**src/sv/slpk_pkg.sv**
```systemverilog
// ----------------------------------------------------------------------------
// slpk_pkg
// Shared constants, types and register codes of the stereo peak limiter.
// ----------------------------------------------------------------------------
package slpk_pkg;

  localparam int SAMPLE_WIDTH_DEF   = 24;
  localparam int COEF_FRAC_BITS_DEF = 24;
  localparam int SAMPLE_INT_BITS    = 5;   // Q4.19 plus sign
  localparam int REG_W              = 24;
  localparam int GAIN_FRAC          = 24;
  localparam int GAIN_W             = 25;
  localparam int OUT_W              = 16;
  localparam int SCALE_SHIFT        = 15;  // 32767 = 2^15 - 1
  localparam int QUEUE_DEPTH        = 2;
  localparam int CFG_IDX_W          = 2;

  localparam logic [GAIN_W-1:0] GAIN_ONE        = 25'h100_0000;
  localparam logic [REG_W-1:0]  THRESHOLD_RESET = 24'd14952709;
  localparam logic [REG_W-1:0]  ATTACK_RESET    = 24'd375852;
  localparam logic [REG_W-1:0]  RELEASE_RESET   = 24'd7610;
  localparam logic [OUT_W-1:0]  OUT_MAX         = 16'h7FFF;
  localparam logic [OUT_W-1:0]  OUT_MIN         = 16'h8000;

  typedef enum logic [CFG_IDX_W-1:0] {
    CFG_THRESHOLD = 2'd0,
    CFG_ATTACK    = 2'd1,
    CFG_RELEASE   = 2'd2
  } slpk_cfg_idx_t;

  // classification made at the front, carried with each frame
  typedef struct packed {
    logic limit;
    logic lneg;
    logic rneg;
    logic eob;
  } slpk_flags_t;

  typedef enum logic [2:0] {
    BK_IDLE,
    BK_DIV,
    BK_STEP,
    BK_GAIN,
    BK_MUL_L,
    BK_MUL_R,
    BK_SCALE_R,
    BK_OUT
  } slpk_bk_state_t;

endpackage

```
**src/sv/stereo_peak_limiter.sv**
```systemverilog
// ----------------------------------------------------------------------------
// stereo_peak_limiter
// Linked stereo peak limiter with smoothed gain and int16 output.
// ----------------------------------------------------------------------------
//  channel   handshake              payload
//  input     push / full            left_sample, right_sample, end_of_buffer
//  result    empty / pop            left_out, right_out, applied_gain,
//                                   end_of_buffer_out
//  config    cfg_valid / cfg_ready  cfg_index, cfg_data
//
//  A frame above threshold runs the radix-2 divider in the back sequencer;
//  a frame at or below threshold skips it and targets unity gain.
//  A two-entry queue lets the front keep accepting while the back works or
//  a result waits. Synchronous reset restores unity gain and the register
//  defaults. cfg_ready is always high.
// ----------------------------------------------------------------------------
module stereo_peak_limiter import slpk_pkg::*; #(
  parameter int SAMPLE_WIDTH   = SAMPLE_WIDTH_DEF,
  parameter int COEF_FRAC_BITS = COEF_FRAC_BITS_DEF
) (
  input  logic                           clk,
  input  logic                           rst,
  input  logic                           push,
  output logic                           full,
  input  logic signed [SAMPLE_WIDTH-1:0] left_sample,
  input  logic signed [SAMPLE_WIDTH-1:0] right_sample,
  input  logic                           end_of_buffer,
  output logic                           empty,
  input  logic                           pop,
  output logic signed [OUT_W-1:0]        left_out,
  output logic signed [OUT_W-1:0]        right_out,
  output logic [GAIN_W-1:0]              applied_gain,
  output logic                           end_of_buffer_out,
  input  logic                           cfg_valid,
  output logic                           cfg_ready,
  input  logic [CFG_IDX_W-1:0]           cfg_index,
  input  logic [REG_W-1:0]               cfg_data
);

  localparam int EW = 3 * SAMPLE_WIDTH + $bits(slpk_flags_t);

  logic [REG_W-1:0]        threshold_level;
  logic [REG_W-1:0]        attack_step;
  logic [REG_W-1:0]        release_step;

  logic                    q_push;
  logic                    q_pop;
  logic                    q_full;
  logic                    q_empty;
  logic [EW-1:0]           q_rdata;
  slpk_flags_t             fr_flags;
  logic [SAMPLE_WIDTH-1:0] fr_lmag;
  logic [SAMPLE_WIDTH-1:0] fr_rmag;
  logic [SAMPLE_WIDTH-1:0] fr_peak;

  assign cfg_ready = 1'b1;

  always_ff @(posedge clk) begin
    if (rst) begin
      threshold_level <= THRESHOLD_RESET;
      attack_step     <= ATTACK_RESET;
      release_step    <= RELEASE_RESET;
    end else if (cfg_valid && cfg_ready) begin
      case (slpk_cfg_idx_t'(cfg_index))
        CFG_THRESHOLD: threshold_level <= cfg_data;
        CFG_ATTACK:    attack_step     <= cfg_data;
        CFG_RELEASE:   release_step    <= cfg_data;
        default: ;
      endcase
    end
  end

  slpk_front #(
    .SAMPLE_WIDTH (SAMPLE_WIDTH)
  ) u_front (
    .push            (push),
    .full            (full),
    .left_sample     (left_sample),
    .right_sample    (right_sample),
    .end_of_buffer   (end_of_buffer),
    .threshold_level (threshold_level),
    .q_full          (q_full),
    .q_push          (q_push),
    .flags           (fr_flags),
    .lmag            (fr_lmag),
    .rmag            (fr_rmag),
    .peak            (fr_peak)
  );

  slpk_queue #(
    .WIDTH (EW),
    .DEPTH (QUEUE_DEPTH)
  ) u_queue (
    .clk   (clk),
    .rst   (rst),
    .push  (q_push),
    .pop   (q_pop),
    .wdata ({fr_flags, fr_peak, fr_rmag, fr_lmag}),
    .rdata (q_rdata),
    .full  (q_full),
    .empty (q_empty)
  );

  slpk_back #(
    .SAMPLE_WIDTH   (SAMPLE_WIDTH),
    .COEF_FRAC_BITS (COEF_FRAC_BITS)
  ) u_back (
    .clk               (clk),
    .rst               (rst),
    .q_empty           (q_empty),
    .q_rdata           (q_rdata),
    .q_pop             (q_pop),
    .threshold_level   (threshold_level),
    .attack_step       (attack_step),
    .release_step      (release_step),
    .pop               (pop),
    .empty             (empty),
    .left_out          (left_out),
    .right_out         (right_out),
    .applied_gain      (applied_gain),
    .end_of_buffer_out (end_of_buffer_out)
  );

`ifndef ASSERT_OFF
  a_gain_bounded: assert property (@(posedge clk) disable iff (rst)
    !empty |-> applied_gain <= GAIN_ONE)
    else $error("applied gain above unity");

  a_zero_gain_silent: assert property (@(posedge clk) disable iff (rst)
    (!empty && applied_gain == '0) |-> (left_out == '0 && right_out == '0))
    else $error("nonzero output at zero gain");

  a_push_lands: assert property (@(posedge clk) disable iff (rst)
    (push && !full) |=> !q_empty)
    else $error("accepted frame missing from queue");
`endif

endmodule

```
**src/sv/slpk_front.sv**
```systemverilog
// ----------------------------------------------------------------------------
// slpk_front
// Accepts frames, takes sample magnitudes and the linked peak, and flags
// frames whose peak is above threshold.
// ----------------------------------------------------------------------------
module slpk_front import slpk_pkg::*; #(
  parameter int SAMPLE_WIDTH = SAMPLE_WIDTH_DEF
) (
  input  logic                         push,
  output logic                         full,
  input  logic signed [SAMPLE_WIDTH-1:0] left_sample,
  input  logic signed [SAMPLE_WIDTH-1:0] right_sample,
  input  logic                         end_of_buffer,
  input  logic [REG_W-1:0]             threshold_level,
  input  logic                         q_full,
  output logic                         q_push,
  output slpk_flags_t                  flags,
  output logic [SAMPLE_WIDTH-1:0]      lmag,
  output logic [SAMPLE_WIDTH-1:0]      rmag,
  output logic [SAMPLE_WIDTH-1:0]      peak
);

  localparam int SF    = SAMPLE_WIDTH - SAMPLE_INT_BITS;
  localparam int CMP_W = SAMPLE_WIDTH + GAIN_FRAC;

  logic [SAMPLE_WIDTH-1:0] left_u;
  logic [SAMPLE_WIDTH-1:0] right_u;
  logic [CMP_W-1:0]        pk_scaled;
  logic [CMP_W-1:0]        thr_scaled;

  assign full   = q_full;
  assign q_push = push && !q_full;

  assign left_u  = left_sample;
  assign right_u = right_sample;

  always_comb begin
    flags.lneg = left_u[SAMPLE_WIDTH-1];
    flags.rneg = right_u[SAMPLE_WIDTH-1];
    flags.eob  = end_of_buffer;
    // most negative sample maps to 2^(W-1), still fits unsigned
    lmag = flags.lneg ? (~left_u + 1'b1) : left_u;
    rmag = flags.rneg ? (~right_u + 1'b1) : right_u;
    peak = (lmag > rmag) ? lmag : rmag;
    pk_scaled  = {peak, {GAIN_FRAC{1'b0}}};
    thr_scaled = CMP_W'({threshold_level, {SF{1'b0}}});
    // strict compare against a nonnegative value also rules out a zero peak
    flags.limit = pk_scaled > thr_scaled;
  end

endmodule

```
**src/sv/slpk_queue.sv**
```systemverilog
// ----------------------------------------------------------------------------
// slpk_queue
// Small register queue between the front and back parts.
// ----------------------------------------------------------------------------
module slpk_queue #(
  parameter int WIDTH = 8,
  parameter int DEPTH = 2
) (
  input  logic             clk,
  input  logic             rst,
  input  logic             push,
  input  logic             pop,
  input  logic [WIDTH-1:0] wdata,
  output logic [WIDTH-1:0] rdata,
  output logic             full,
  output logic             empty
);

  localparam int PTR_W = (DEPTH > 1) ? $clog2(DEPTH) : 1;
  localparam int CNT_W = $clog2(DEPTH + 1);

  logic [WIDTH-1:0] mem [DEPTH];
  logic [PTR_W-1:0] wr_ptr;
  logic [PTR_W-1:0] rd_ptr;
  logic [CNT_W-1:0] count;

  assign full  = (count == CNT_W'(DEPTH));
  assign empty = (count == '0);
  assign rdata = mem[rd_ptr];

  always_ff @(posedge clk) begin
    if (rst) begin
      wr_ptr <= '0;
      rd_ptr <= '0;
      count  <= '0;
    end else begin
      if (push) begin
        wr_ptr <= (wr_ptr == PTR_W'(DEPTH - 1)) ? '0 : wr_ptr + 1'b1;
      end
      if (pop) begin
        rd_ptr <= (rd_ptr == PTR_W'(DEPTH - 1)) ? '0 : rd_ptr + 1'b1;
      end
      if (push && !pop) begin
        count <= count + 1'b1;
      end else if (pop && !push) begin
        count <= count - 1'b1;
      end
    end
  end

  always_ff @(posedge clk) begin
    if (push) begin
      mem[wr_ptr] <= wdata;
    end
  end

endmodule

```
**src/sv/slpk_div.sv**
```systemverilog
// ----------------------------------------------------------------------------
// slpk_div
// Radix-2 restoring divider: threshold * 2^frac / peak, one quotient bit
// per cycle. Quotient is known to fit the gain fraction width.
// ----------------------------------------------------------------------------
module slpk_div import slpk_pkg::*; #(
  parameter int SAMPLE_WIDTH = SAMPLE_WIDTH_DEF
) (
  input  logic                    clk,
  input  logic                    rst,
  input  logic                    start,
  input  logic [REG_W-1:0]        threshold,
  input  logic [SAMPLE_WIDTH-1:0] divisor,
  output logic                    done,
  output logic [GAIN_FRAC-1:0]    quotient
);

  localparam int SF    = SAMPLE_WIDTH - SAMPLE_INT_BITS;
  localparam int DW    = REG_W + SF;
  localparam int CNT_W = $clog2(GAIN_FRAC + 1);

  logic [DW-1:0]           dvd;
  logic [SAMPLE_WIDTH-1:0] rem;
  logic [SAMPLE_WIDTH-1:0] dsr;
  logic [GAIN_FRAC-1:0]    low;
  logic [CNT_W-1:0]        cnt;
  logic [SAMPLE_WIDTH:0]   trial;
  logic [SAMPLE_WIDTH:0]   trial_sub;
  logic                    fits;

  assign dvd       = {threshold, {SF{1'b0}}};
  assign trial     = {rem, low[GAIN_FRAC-1]};
  assign fits      = trial >= {1'b0, dsr};
  assign trial_sub = trial - {1'b0, dsr};

  always_ff @(posedge clk) begin
    if (rst) begin
      cnt  <= '0;
      done <= 1'b0;
    end else begin
      done <= (cnt == CNT_W'(1));
      if (start) begin
        cnt <= CNT_W'(GAIN_FRAC);
      end else if (cnt != '0) begin
        cnt <= cnt - 1'b1;
      end
    end
  end

  // upper dividend bits start below the divisor, so the remainder stays narrow
  always_ff @(posedge clk) begin
    if (start) begin
      rem <= SAMPLE_WIDTH'(dvd[DW-1:GAIN_FRAC]);
      low <= dvd[GAIN_FRAC-1:0];
      dsr <= divisor;
    end else if (cnt != '0) begin
      rem      <= fits ? trial_sub[SAMPLE_WIDTH-1:0] : trial[SAMPLE_WIDTH-1:0];
      low      <= {low[GAIN_FRAC-2:0], 1'b0};
      quotient <= {quotient[GAIN_FRAC-2:0], fits};
    end
  end

endmodule

```
**src/sv/slpk_back.sv**
```systemverilog
// ----------------------------------------------------------------------------
// slpk_back
// Sequencer that divides for the target gain, smooths the kept gain, scales
// both channels on one shared multiplier and holds the result register.
// ----------------------------------------------------------------------------
module slpk_back import slpk_pkg::*; #(
  parameter int SAMPLE_WIDTH   = SAMPLE_WIDTH_DEF,
  parameter int COEF_FRAC_BITS = COEF_FRAC_BITS_DEF
) (
  input  logic                      clk,
  input  logic                      rst,
  input  logic                      q_empty,
  input  logic [3*SAMPLE_WIDTH+$bits(slpk_flags_t)-1:0] q_rdata,
  output logic                      q_pop,
  input  logic [REG_W-1:0]          threshold_level,
  input  logic [REG_W-1:0]          attack_step,
  input  logic [REG_W-1:0]          release_step,
  input  logic                      pop,
  output logic                      empty,
  output logic signed [OUT_W-1:0]   left_out,
  output logic signed [OUT_W-1:0]   right_out,
  output logic [GAIN_W-1:0]         applied_gain,
  output logic                      end_of_buffer_out
);

  localparam int SF      = SAMPLE_WIDTH - SAMPLE_INT_BITS;
  localparam int MW      = (SAMPLE_WIDTH > GAIN_W) ? SAMPLE_WIDTH : GAIN_W;
  localparam int PW      = MW + GAIN_W;
  localparam int PSTEP_W = GAIN_W + REG_W;
  localparam int STEP_W  = PSTEP_W - COEF_FRAC_BITS;
  localparam int SUM_W   = ((STEP_W > GAIN_W) ? STEP_W : GAIN_W) + 1;
  localparam int MAG_W   = SF + GAIN_W;
  localparam int SCL_W   = MAG_W + SCALE_SHIFT;

  slpk_bk_state_t state, state_next;

  slpk_flags_t             hd_flags;
  logic [SAMPLE_WIDTH-1:0] hd_peak;
  logic [SAMPLE_WIDTH-1:0] hd_rmag;
  logic [SAMPLE_WIDTH-1:0] hd_lmag;

  slpk_flags_t             flags;
  logic [SAMPLE_WIDTH-1:0] lmag;
  logic [SAMPLE_WIDTH-1:0] rmag;
  logic [GAIN_W-1:0]       target;
  logic [GAIN_W-1:0]       gain;
  logic [GAIN_W-1:0]       gain_new;
  logic                    dir_down;
  logic [PW-1:0]           prod;
  logic [OUT_W-1:0]        left_res;
  logic [OUT_W-1:0]        right_res;
  logic                    out_valid;

  logic                    div_start;
  logic                    div_done;
  logic [GAIN_FRAC-1:0]    quotient;

  logic                    down;
  logic [GAIN_W-1:0]       diff;
  logic [REG_W-1:0]        coef;
  logic [MW-1:0]           mul_a;
  logic [GAIN_W-1:0]       mul_b;
  logic [PW-1:0]           mul_p;
  logic [SUM_W-1:0]        step_x;
  logic [SUM_W-1:0]        gain_x;
  logic [SUM_W-1:0]        sum_x;
  logic                    out_free;

  assign {hd_flags, hd_peak, hd_rmag, hd_lmag} = q_rdata;

  slpk_div #(
    .SAMPLE_WIDTH (SAMPLE_WIDTH)
  ) u_div (
    .clk       (clk),
    .rst       (rst),
    .start     (div_start),
    .threshold (threshold_level),
    .divisor   (hd_peak),
    .done      (div_done),
    .quotient  (quotient)
  );

  // sample * gain * 32767 / 2^(frac+24), truncated, saturated to int16
  function automatic logic [OUT_W-1:0] scale_code(input logic [PW-1:0] m, input logic neg);
    logic             sat;
    logic [SCL_W-1:0] big;
    logic [OUT_W-1:0] r;
    logic [OUT_W-1:0] code;
    sat = |m[PW-1:MAG_W];
    big = {m[MAG_W-1:0], {SCALE_SHIFT{1'b0}}} - SCL_W'(m[MAG_W-1:0]);
    r   = big[SCL_W-1:SCL_W-OUT_W];
    if (neg) begin
      code = (sat || r > OUT_MIN) ? OUT_MIN : (~r + 1'b1);
    end else begin
      code = (sat || r > OUT_MAX) ? OUT_MAX : r;
    end
    return code;
  endfunction

  always_comb begin
    down = target < gain;
    diff = down ? (gain - target) : (target - gain);
    coef = down ? attack_step : release_step;
    case (state)
      BK_STEP: begin
        mul_a = MW'(diff);
        mul_b = GAIN_W'(coef);
      end
      BK_MUL_L: begin
        mul_a = MW'(lmag);
        mul_b = gain;
      end
      BK_MUL_R: begin
        mul_a = MW'(rmag);
        mul_b = gain;
      end
      default: begin
        mul_a = '0;
        mul_b = '0;
      end
    endcase
    mul_p = PW'(mul_a) * PW'(mul_b);
  end

  always_comb begin
    step_x = SUM_W'(prod[PSTEP_W-1:COEF_FRAC_BITS]);
    gain_x = SUM_W'(gain);
    sum_x  = gain_x + step_x;
    if (dir_down) begin
      gain_new = (step_x > gain_x) ? '0 : GAIN_W'(gain_x - step_x);
    end else begin
      gain_new = (sum_x > SUM_W'(GAIN_ONE)) ? GAIN_ONE : GAIN_W'(sum_x);
    end
  end

  assign out_free = !out_valid || pop;
  assign empty    = !out_valid;

  always_ff @(posedge clk) begin
    if (rst) begin
      state <= BK_IDLE;
    end else begin
      state <= state_next;
    end
  end

  always_comb begin
    state_next = state;
    q_pop      = 1'b0;
    div_start  = 1'b0;
    case (state)
      BK_IDLE: begin
        if (!q_empty) begin
          q_pop      = 1'b1;
          div_start  = hd_flags.limit;
          state_next = hd_flags.limit ? BK_DIV : BK_STEP;
        end
      end
      BK_DIV: begin
        if (div_done) begin
          state_next = BK_STEP;
        end
      end
      BK_STEP:    state_next = BK_GAIN;
      BK_GAIN:    state_next = BK_MUL_L;
      BK_MUL_L:   state_next = BK_MUL_R;
      BK_MUL_R:   state_next = BK_SCALE_R;
      BK_SCALE_R: state_next = BK_OUT;
      BK_OUT: begin
        if (out_free) begin
          state_next = BK_IDLE;
        end
      end
      default: state_next = BK_IDLE;
    endcase
  end

  always_ff @(posedge clk) begin
    if (rst) begin
      gain      <= GAIN_ONE;
      out_valid <= 1'b0;
    end else begin
      if (state == BK_GAIN) begin
        gain <= gain_new;
      end
      if (state == BK_OUT && out_free) begin
        out_valid <= 1'b1;
      end else if (pop) begin
        out_valid <= 1'b0;
      end
    end
  end

  always_ff @(posedge clk) begin
    case (state)
      BK_IDLE: begin
        if (q_pop) begin
          flags  <= hd_flags;
          lmag   <= hd_lmag;
          rmag   <= hd_rmag;
          target <= GAIN_ONE;
        end
      end
      BK_DIV: begin
        if (div_done) begin
          target <= GAIN_W'(quotient);
        end
      end
      BK_STEP: begin
        dir_down <= down;
        prod     <= mul_p;
      end
      BK_MUL_L: begin
        prod <= mul_p;
      end
      BK_MUL_R: begin
        left_res <= scale_code(prod, flags.lneg);
        prod     <= mul_p;
      end
      BK_SCALE_R: begin
        right_res <= scale_code(prod, flags.rneg);
      end
      BK_OUT: begin
        if (out_free) begin
          left_out          <= left_res;
          right_out         <= right_res;
          applied_gain      <= gain;
          end_of_buffer_out <= flags.eob;
        end
      end
      default: ;
    endcase
  end

endmodule

```
**config.mk**
```make
export PLATFORM = sky130hd
export DESIGN_NAME = stereo_peak_limiter
export DESIGN_NICKNAME = d
export VERILOG_FILES = /design/src/sv/slpk_pkg.sv /design/src/sv/stereo_peak_limiter.sv /design/src/sv/slpk_front.sv /design/src/sv/slpk_queue.sv /design/src/sv/slpk_div.sv /design/src/sv/slpk_back.sv
export SDC_FILE = /design/constraint.sdc
export NUM_CORES = 2
export LEC_CHECK = 0
export BUFFER_PORTS_ARGS = -buffer_cell sky130_fd_sc_hd__buf_2
export CAP_MARGIN = 40
export CORE_MARGIN = 5
export CORE_UTILIZATION = 40
export CTS_CLUSTER_SIZE = 10
export DETAILED_ROUTE_END_ITERATION = 6
export GPL_ROUTABILITY_DRIVEN = 0
export HOLD_SLACK_MARGIN = 0.02
export PLACE_DENSITY = 0.54
export SYNTH_ARGS = -nofsm -noshare
export SYNTH_HDL_FRONTEND = slang
export SYNTH_SLANG_ARGS = --single-unit
```
**constraint.sdc**
```tcl
create_clock -name clk -period 9.8 [get_ports clk]
set_input_delay 2.45 -clock clk [delete_from_list [all_inputs] [get_ports clk]]
set_output_delay 2.45 -clock clk [all_outputs]
set_load 0.005 [all_outputs]
```
==> out/results.txt <==
Simple-gate portion of the synthesized area: 14.3%
Pwr dens: 208 mW/mm2
Final setup fails: 0
Worst-path clk slew: 70 ps
Final min period: 9650 ps
GRT busiest layer: met2
Main combinational cell family by area after synthesis: adder cells
Worst Hold Slack: 412 ps
Max_slew headroom: 37.7%
CTS Root Cell: clkbuf_16
Setup TNS: 0 ps
DIE WIDTH: 372 um
Worst slack at placement: -644 ps
Leakage Power: 27.9 nW
Synthesis-to-layout area growth: 19.0%
Syn. warnings: 0
Synth Area in XOR/XNOR: 2.86%
DPL Wire Length: 139000 um
Mapped Nets: 6405
Average cell area after synthesis: 9.69 um2
Crit end category: flip-flop
Initial core utilization: 40.4%
DRC Markers: 0
Chip Height: 372 um
Max rail drop VDD: 0.202 mV
Post-Route WL: 171000 um
DR iter-0 viols: 3285
Sequential element share of the synthesized area: 29.8%
RSZ-0062 raised after global routing: yes
Antenna Cells: 0
Power Total: 13.0 mW
Synthesized area: 0.0524 mm2
Die Area: 0.138 mm2
Cts bufs inserted: 69
Netlist cell types: 110
Synth Register Bits: 558
Most used cell, CP: fa_1
Synth Area in Compound Gates: 11.3%
Vias in the first global route: 41583
Max Slew Vio Count: 0
Setup ws final: 145 ps
Met3 Use GR: 3.60%
Async SR Flop Fraction: 0%
Mapped Cells: 5406
Post-synth EDFFs: 441
Adder-cell share of the synthesized area: 29.6%
Synth Flop Type: edfxtp_1
Total of max-cap violations: 0
Post-route ant nets: 0
Initial antenna violation count: 5
Clock Sinks: 558
Clock skew: 34.6 ps
Main area contributors after synthesis: edfxtp_1 (25%), fa_1 (20%), ha_1 (9.3%)
Delay of the slowest cell on the worst path: 630 ps
Largest net degree at the start of global routing: 81
Status: finished clean
Most area-hungry cell type in the Yosys netlist: edfxtp_1
Crit path max fanout: 6
# hold bufs at CTS: 0
DRT Pass-1 Iters: 6
# fillers: 12313
GRT Total Usage: 24.5%
Clk Latency, worst-skew pair: 680 ps
Final net count: 6933
Vias per cell: 5.34
Routed len/inst: 22.1 um
Fraction of layout cells with a size suffix above 1: 19.0%
Worst setup SP type: flip-flop
Met1 usage: 32.3%
Share of the synthesized area in the top cell type: 25.3%
Req. time, crit path: 10220 ps
Number of I/O pins: 141
Worst slew pin tran: 928 ps
Worst min-delay path category: reg2reg
DR vias: 41199
Utilization after layout: 48.0%
Max Fclk: 104 MHz
CTS tree: yes
Grt met2 use: 40.0%
Standard-cell row count: 132
Final period utilization: 98.5%
IO Port Bufs: 139
Critical Setup Path Class: reg2reg
Clock tree buffer depth: 3
Max stage delay cell, worst path: fa_2
Total grt overflow: 0
Hold violation count in the final report: 0
First-pass GRT wire length: 257000 um
Post-synthesis mux area share: 4.03%
H-tree depth: 3
Core Region: 0.130 mm2
Crit path DAT: 10070 ps
cell usage after synthesis (11+ instances only):
library cell	number
a21o_1	101
and2_1	118
nand2_1	704
buf_1	20
inv_1	845
nor2_1	348
or3_1	32
a211o_1	11
edfxtp_1	441
o21a_1	30
a221oi_1	16
mux2_2	104
dfxtp_1	117
o21ai_1	12
xor2_1	68
nand2b_1	43
a211oi_1	35
o21bai_1	28
ha_1	388
nand3_1	51
nand4_1	34
o211ai_1	27
nor4_1	13
nor3b_1	11
mux2i_1	94
o21ai_0	133
and3_1	26
a21oi_1	272
xnor2_1	103
buf_2	68
fa_1	531
clkbuf_1	119
o22ai_1	38
o31ai_1	21
nor3_1	61
a2111oi_0	11
nor2b_1	42
a31oi_1	17
nand3b_1	31
area by class of cell:
cell class / instances / area (um2) / share of cell area (%)
timing repair buffer: 688 / 5850 / 9.38
clock buffer: 96 / 1900 / 3.05
inverter: 850 / 3190 / 5.12
sequential: 558 / 15600 / 25.0
tap: 1742 / 2180 / 3.50
multi-input combinational: 3767 / 33400 / 53.7
clock inverter: 13 / 163 / 0.261
where the power goes:
group	internal [mW]	leakage (nW)	total [mW]	switching, mW
Sequential	3.35	5.09	3.62	0.263
Combinational	2.95	21.8	6.98	4.03
Clock	1.38	1.00	2.37	0.993
Total	7.68	27.9	13.0	5.29
through the flow:
step	std cells	cell area, um2
2_1_floorplan	5406	52400
3_3_place_gp	7541	58500
3_5_place_dp	7559	58900
4_1_cts	7678	61200
5_1_grt	7714	62300
6_report	7714	62300
critical path: cells and delay by family (launching register included):
kind	cells	cell delay, ps
buffers and inverters	9	1100
DFF	1	330
xor gates and xnor gates	2	200
and+or+nand+nor	7	1180
AOI/OAI and AO/OA	12	2230
adders and majority gates	9	4350
registers in the layout, summed over array words and instances, names as in the netlist, 16 cells and up, named ones only:
register               count
u_back.gain               25
u_back.prod               50
u_back.u_div.rem          24
u_back.rmag               24
threshold_level           24
release_step              24
u_back.left_out           16
attack_step               24
u_back.right_res          16
u_back.u_div.quotient     24
u_back.lmag               24
u_back.applied_gain       25
u_back.right_out          16
u_back.left_res           16
u_queue.mem              152
u_back.target             25
u_back.u_div.dsr          24
final timing paths:
kind	slack (ps)	end	depth (start not counted)	from
worst max-delay path	150	u_back.prod[49]	39	u_back.gain[11]
worst min-delay path	410	u_back.left_out[0]	0	u_back.left_res[0]
worst max register to register	150	u_back.prod[49]	39	u_back.gain[11]
worst min register to register	410	u_back.left_out[0]	0	u_back.left_res[0]
cell usage in the layout, fill, tap and decap left out, types with 18 or more instances in the layout:
cell type,n
inv_1,826
nand2_1,691
fa_1,513
buf_4,462
edfxtp_1,441
ha_1,370
nor2_1,345
a21oi_1,254
buf_2,141
and2_1,115
dfxtp_1,115
o21ai_0,112
mux2_2,103
xnor2_1,102
a21o_1,101
mux2i_1,85
clkbuf_16,72
xor2_1,66
nor3_1,59
buf_12,59
nand3_1,51
nand2b_1,42
nor2b_1,41
nand4_1,34
or3_1,32
a211oi_1,32
nand3b_1,31
o21bai_1,28
o211ai_1,27
o21a_1,27
and3_1,24
o22ai_1,23
clkbuf_1,22
o31ai_1,20
inv_2,20
o22ai_2,19
a21oi_2,19
fa_2,18
per-layer routing:
layer,wire length (um),vias up
li1,-,19050
met4,9660,4
met3,11300,337
met5,28,-
met2,78400,1434
met1,71200,20374
repair_timing:
| action | in CTS | in global routing |
|---|---|---|
| setup endpoints to repair | 18 | 23 |
| pin swaps | 36 | 130 |
| buffers inserted | 8 | 38 |
| resized for setup | 47 | 171 |
| cloned | 2 | 1 |
kinds of logic (layout without fill, tap and decap cells):
logic type | Yosys count | in the layout
buf+inv | 1081 | 1647
other cells | 2 | 2
simple gates | 1590 | 1590
mux | 198 | 198
compound gates | 887 | 887
fa+ha+maj | 919 | 919
xor+xnor | 171 | 171
flops | 558 | 558
(Power assumes the default switching activity.)
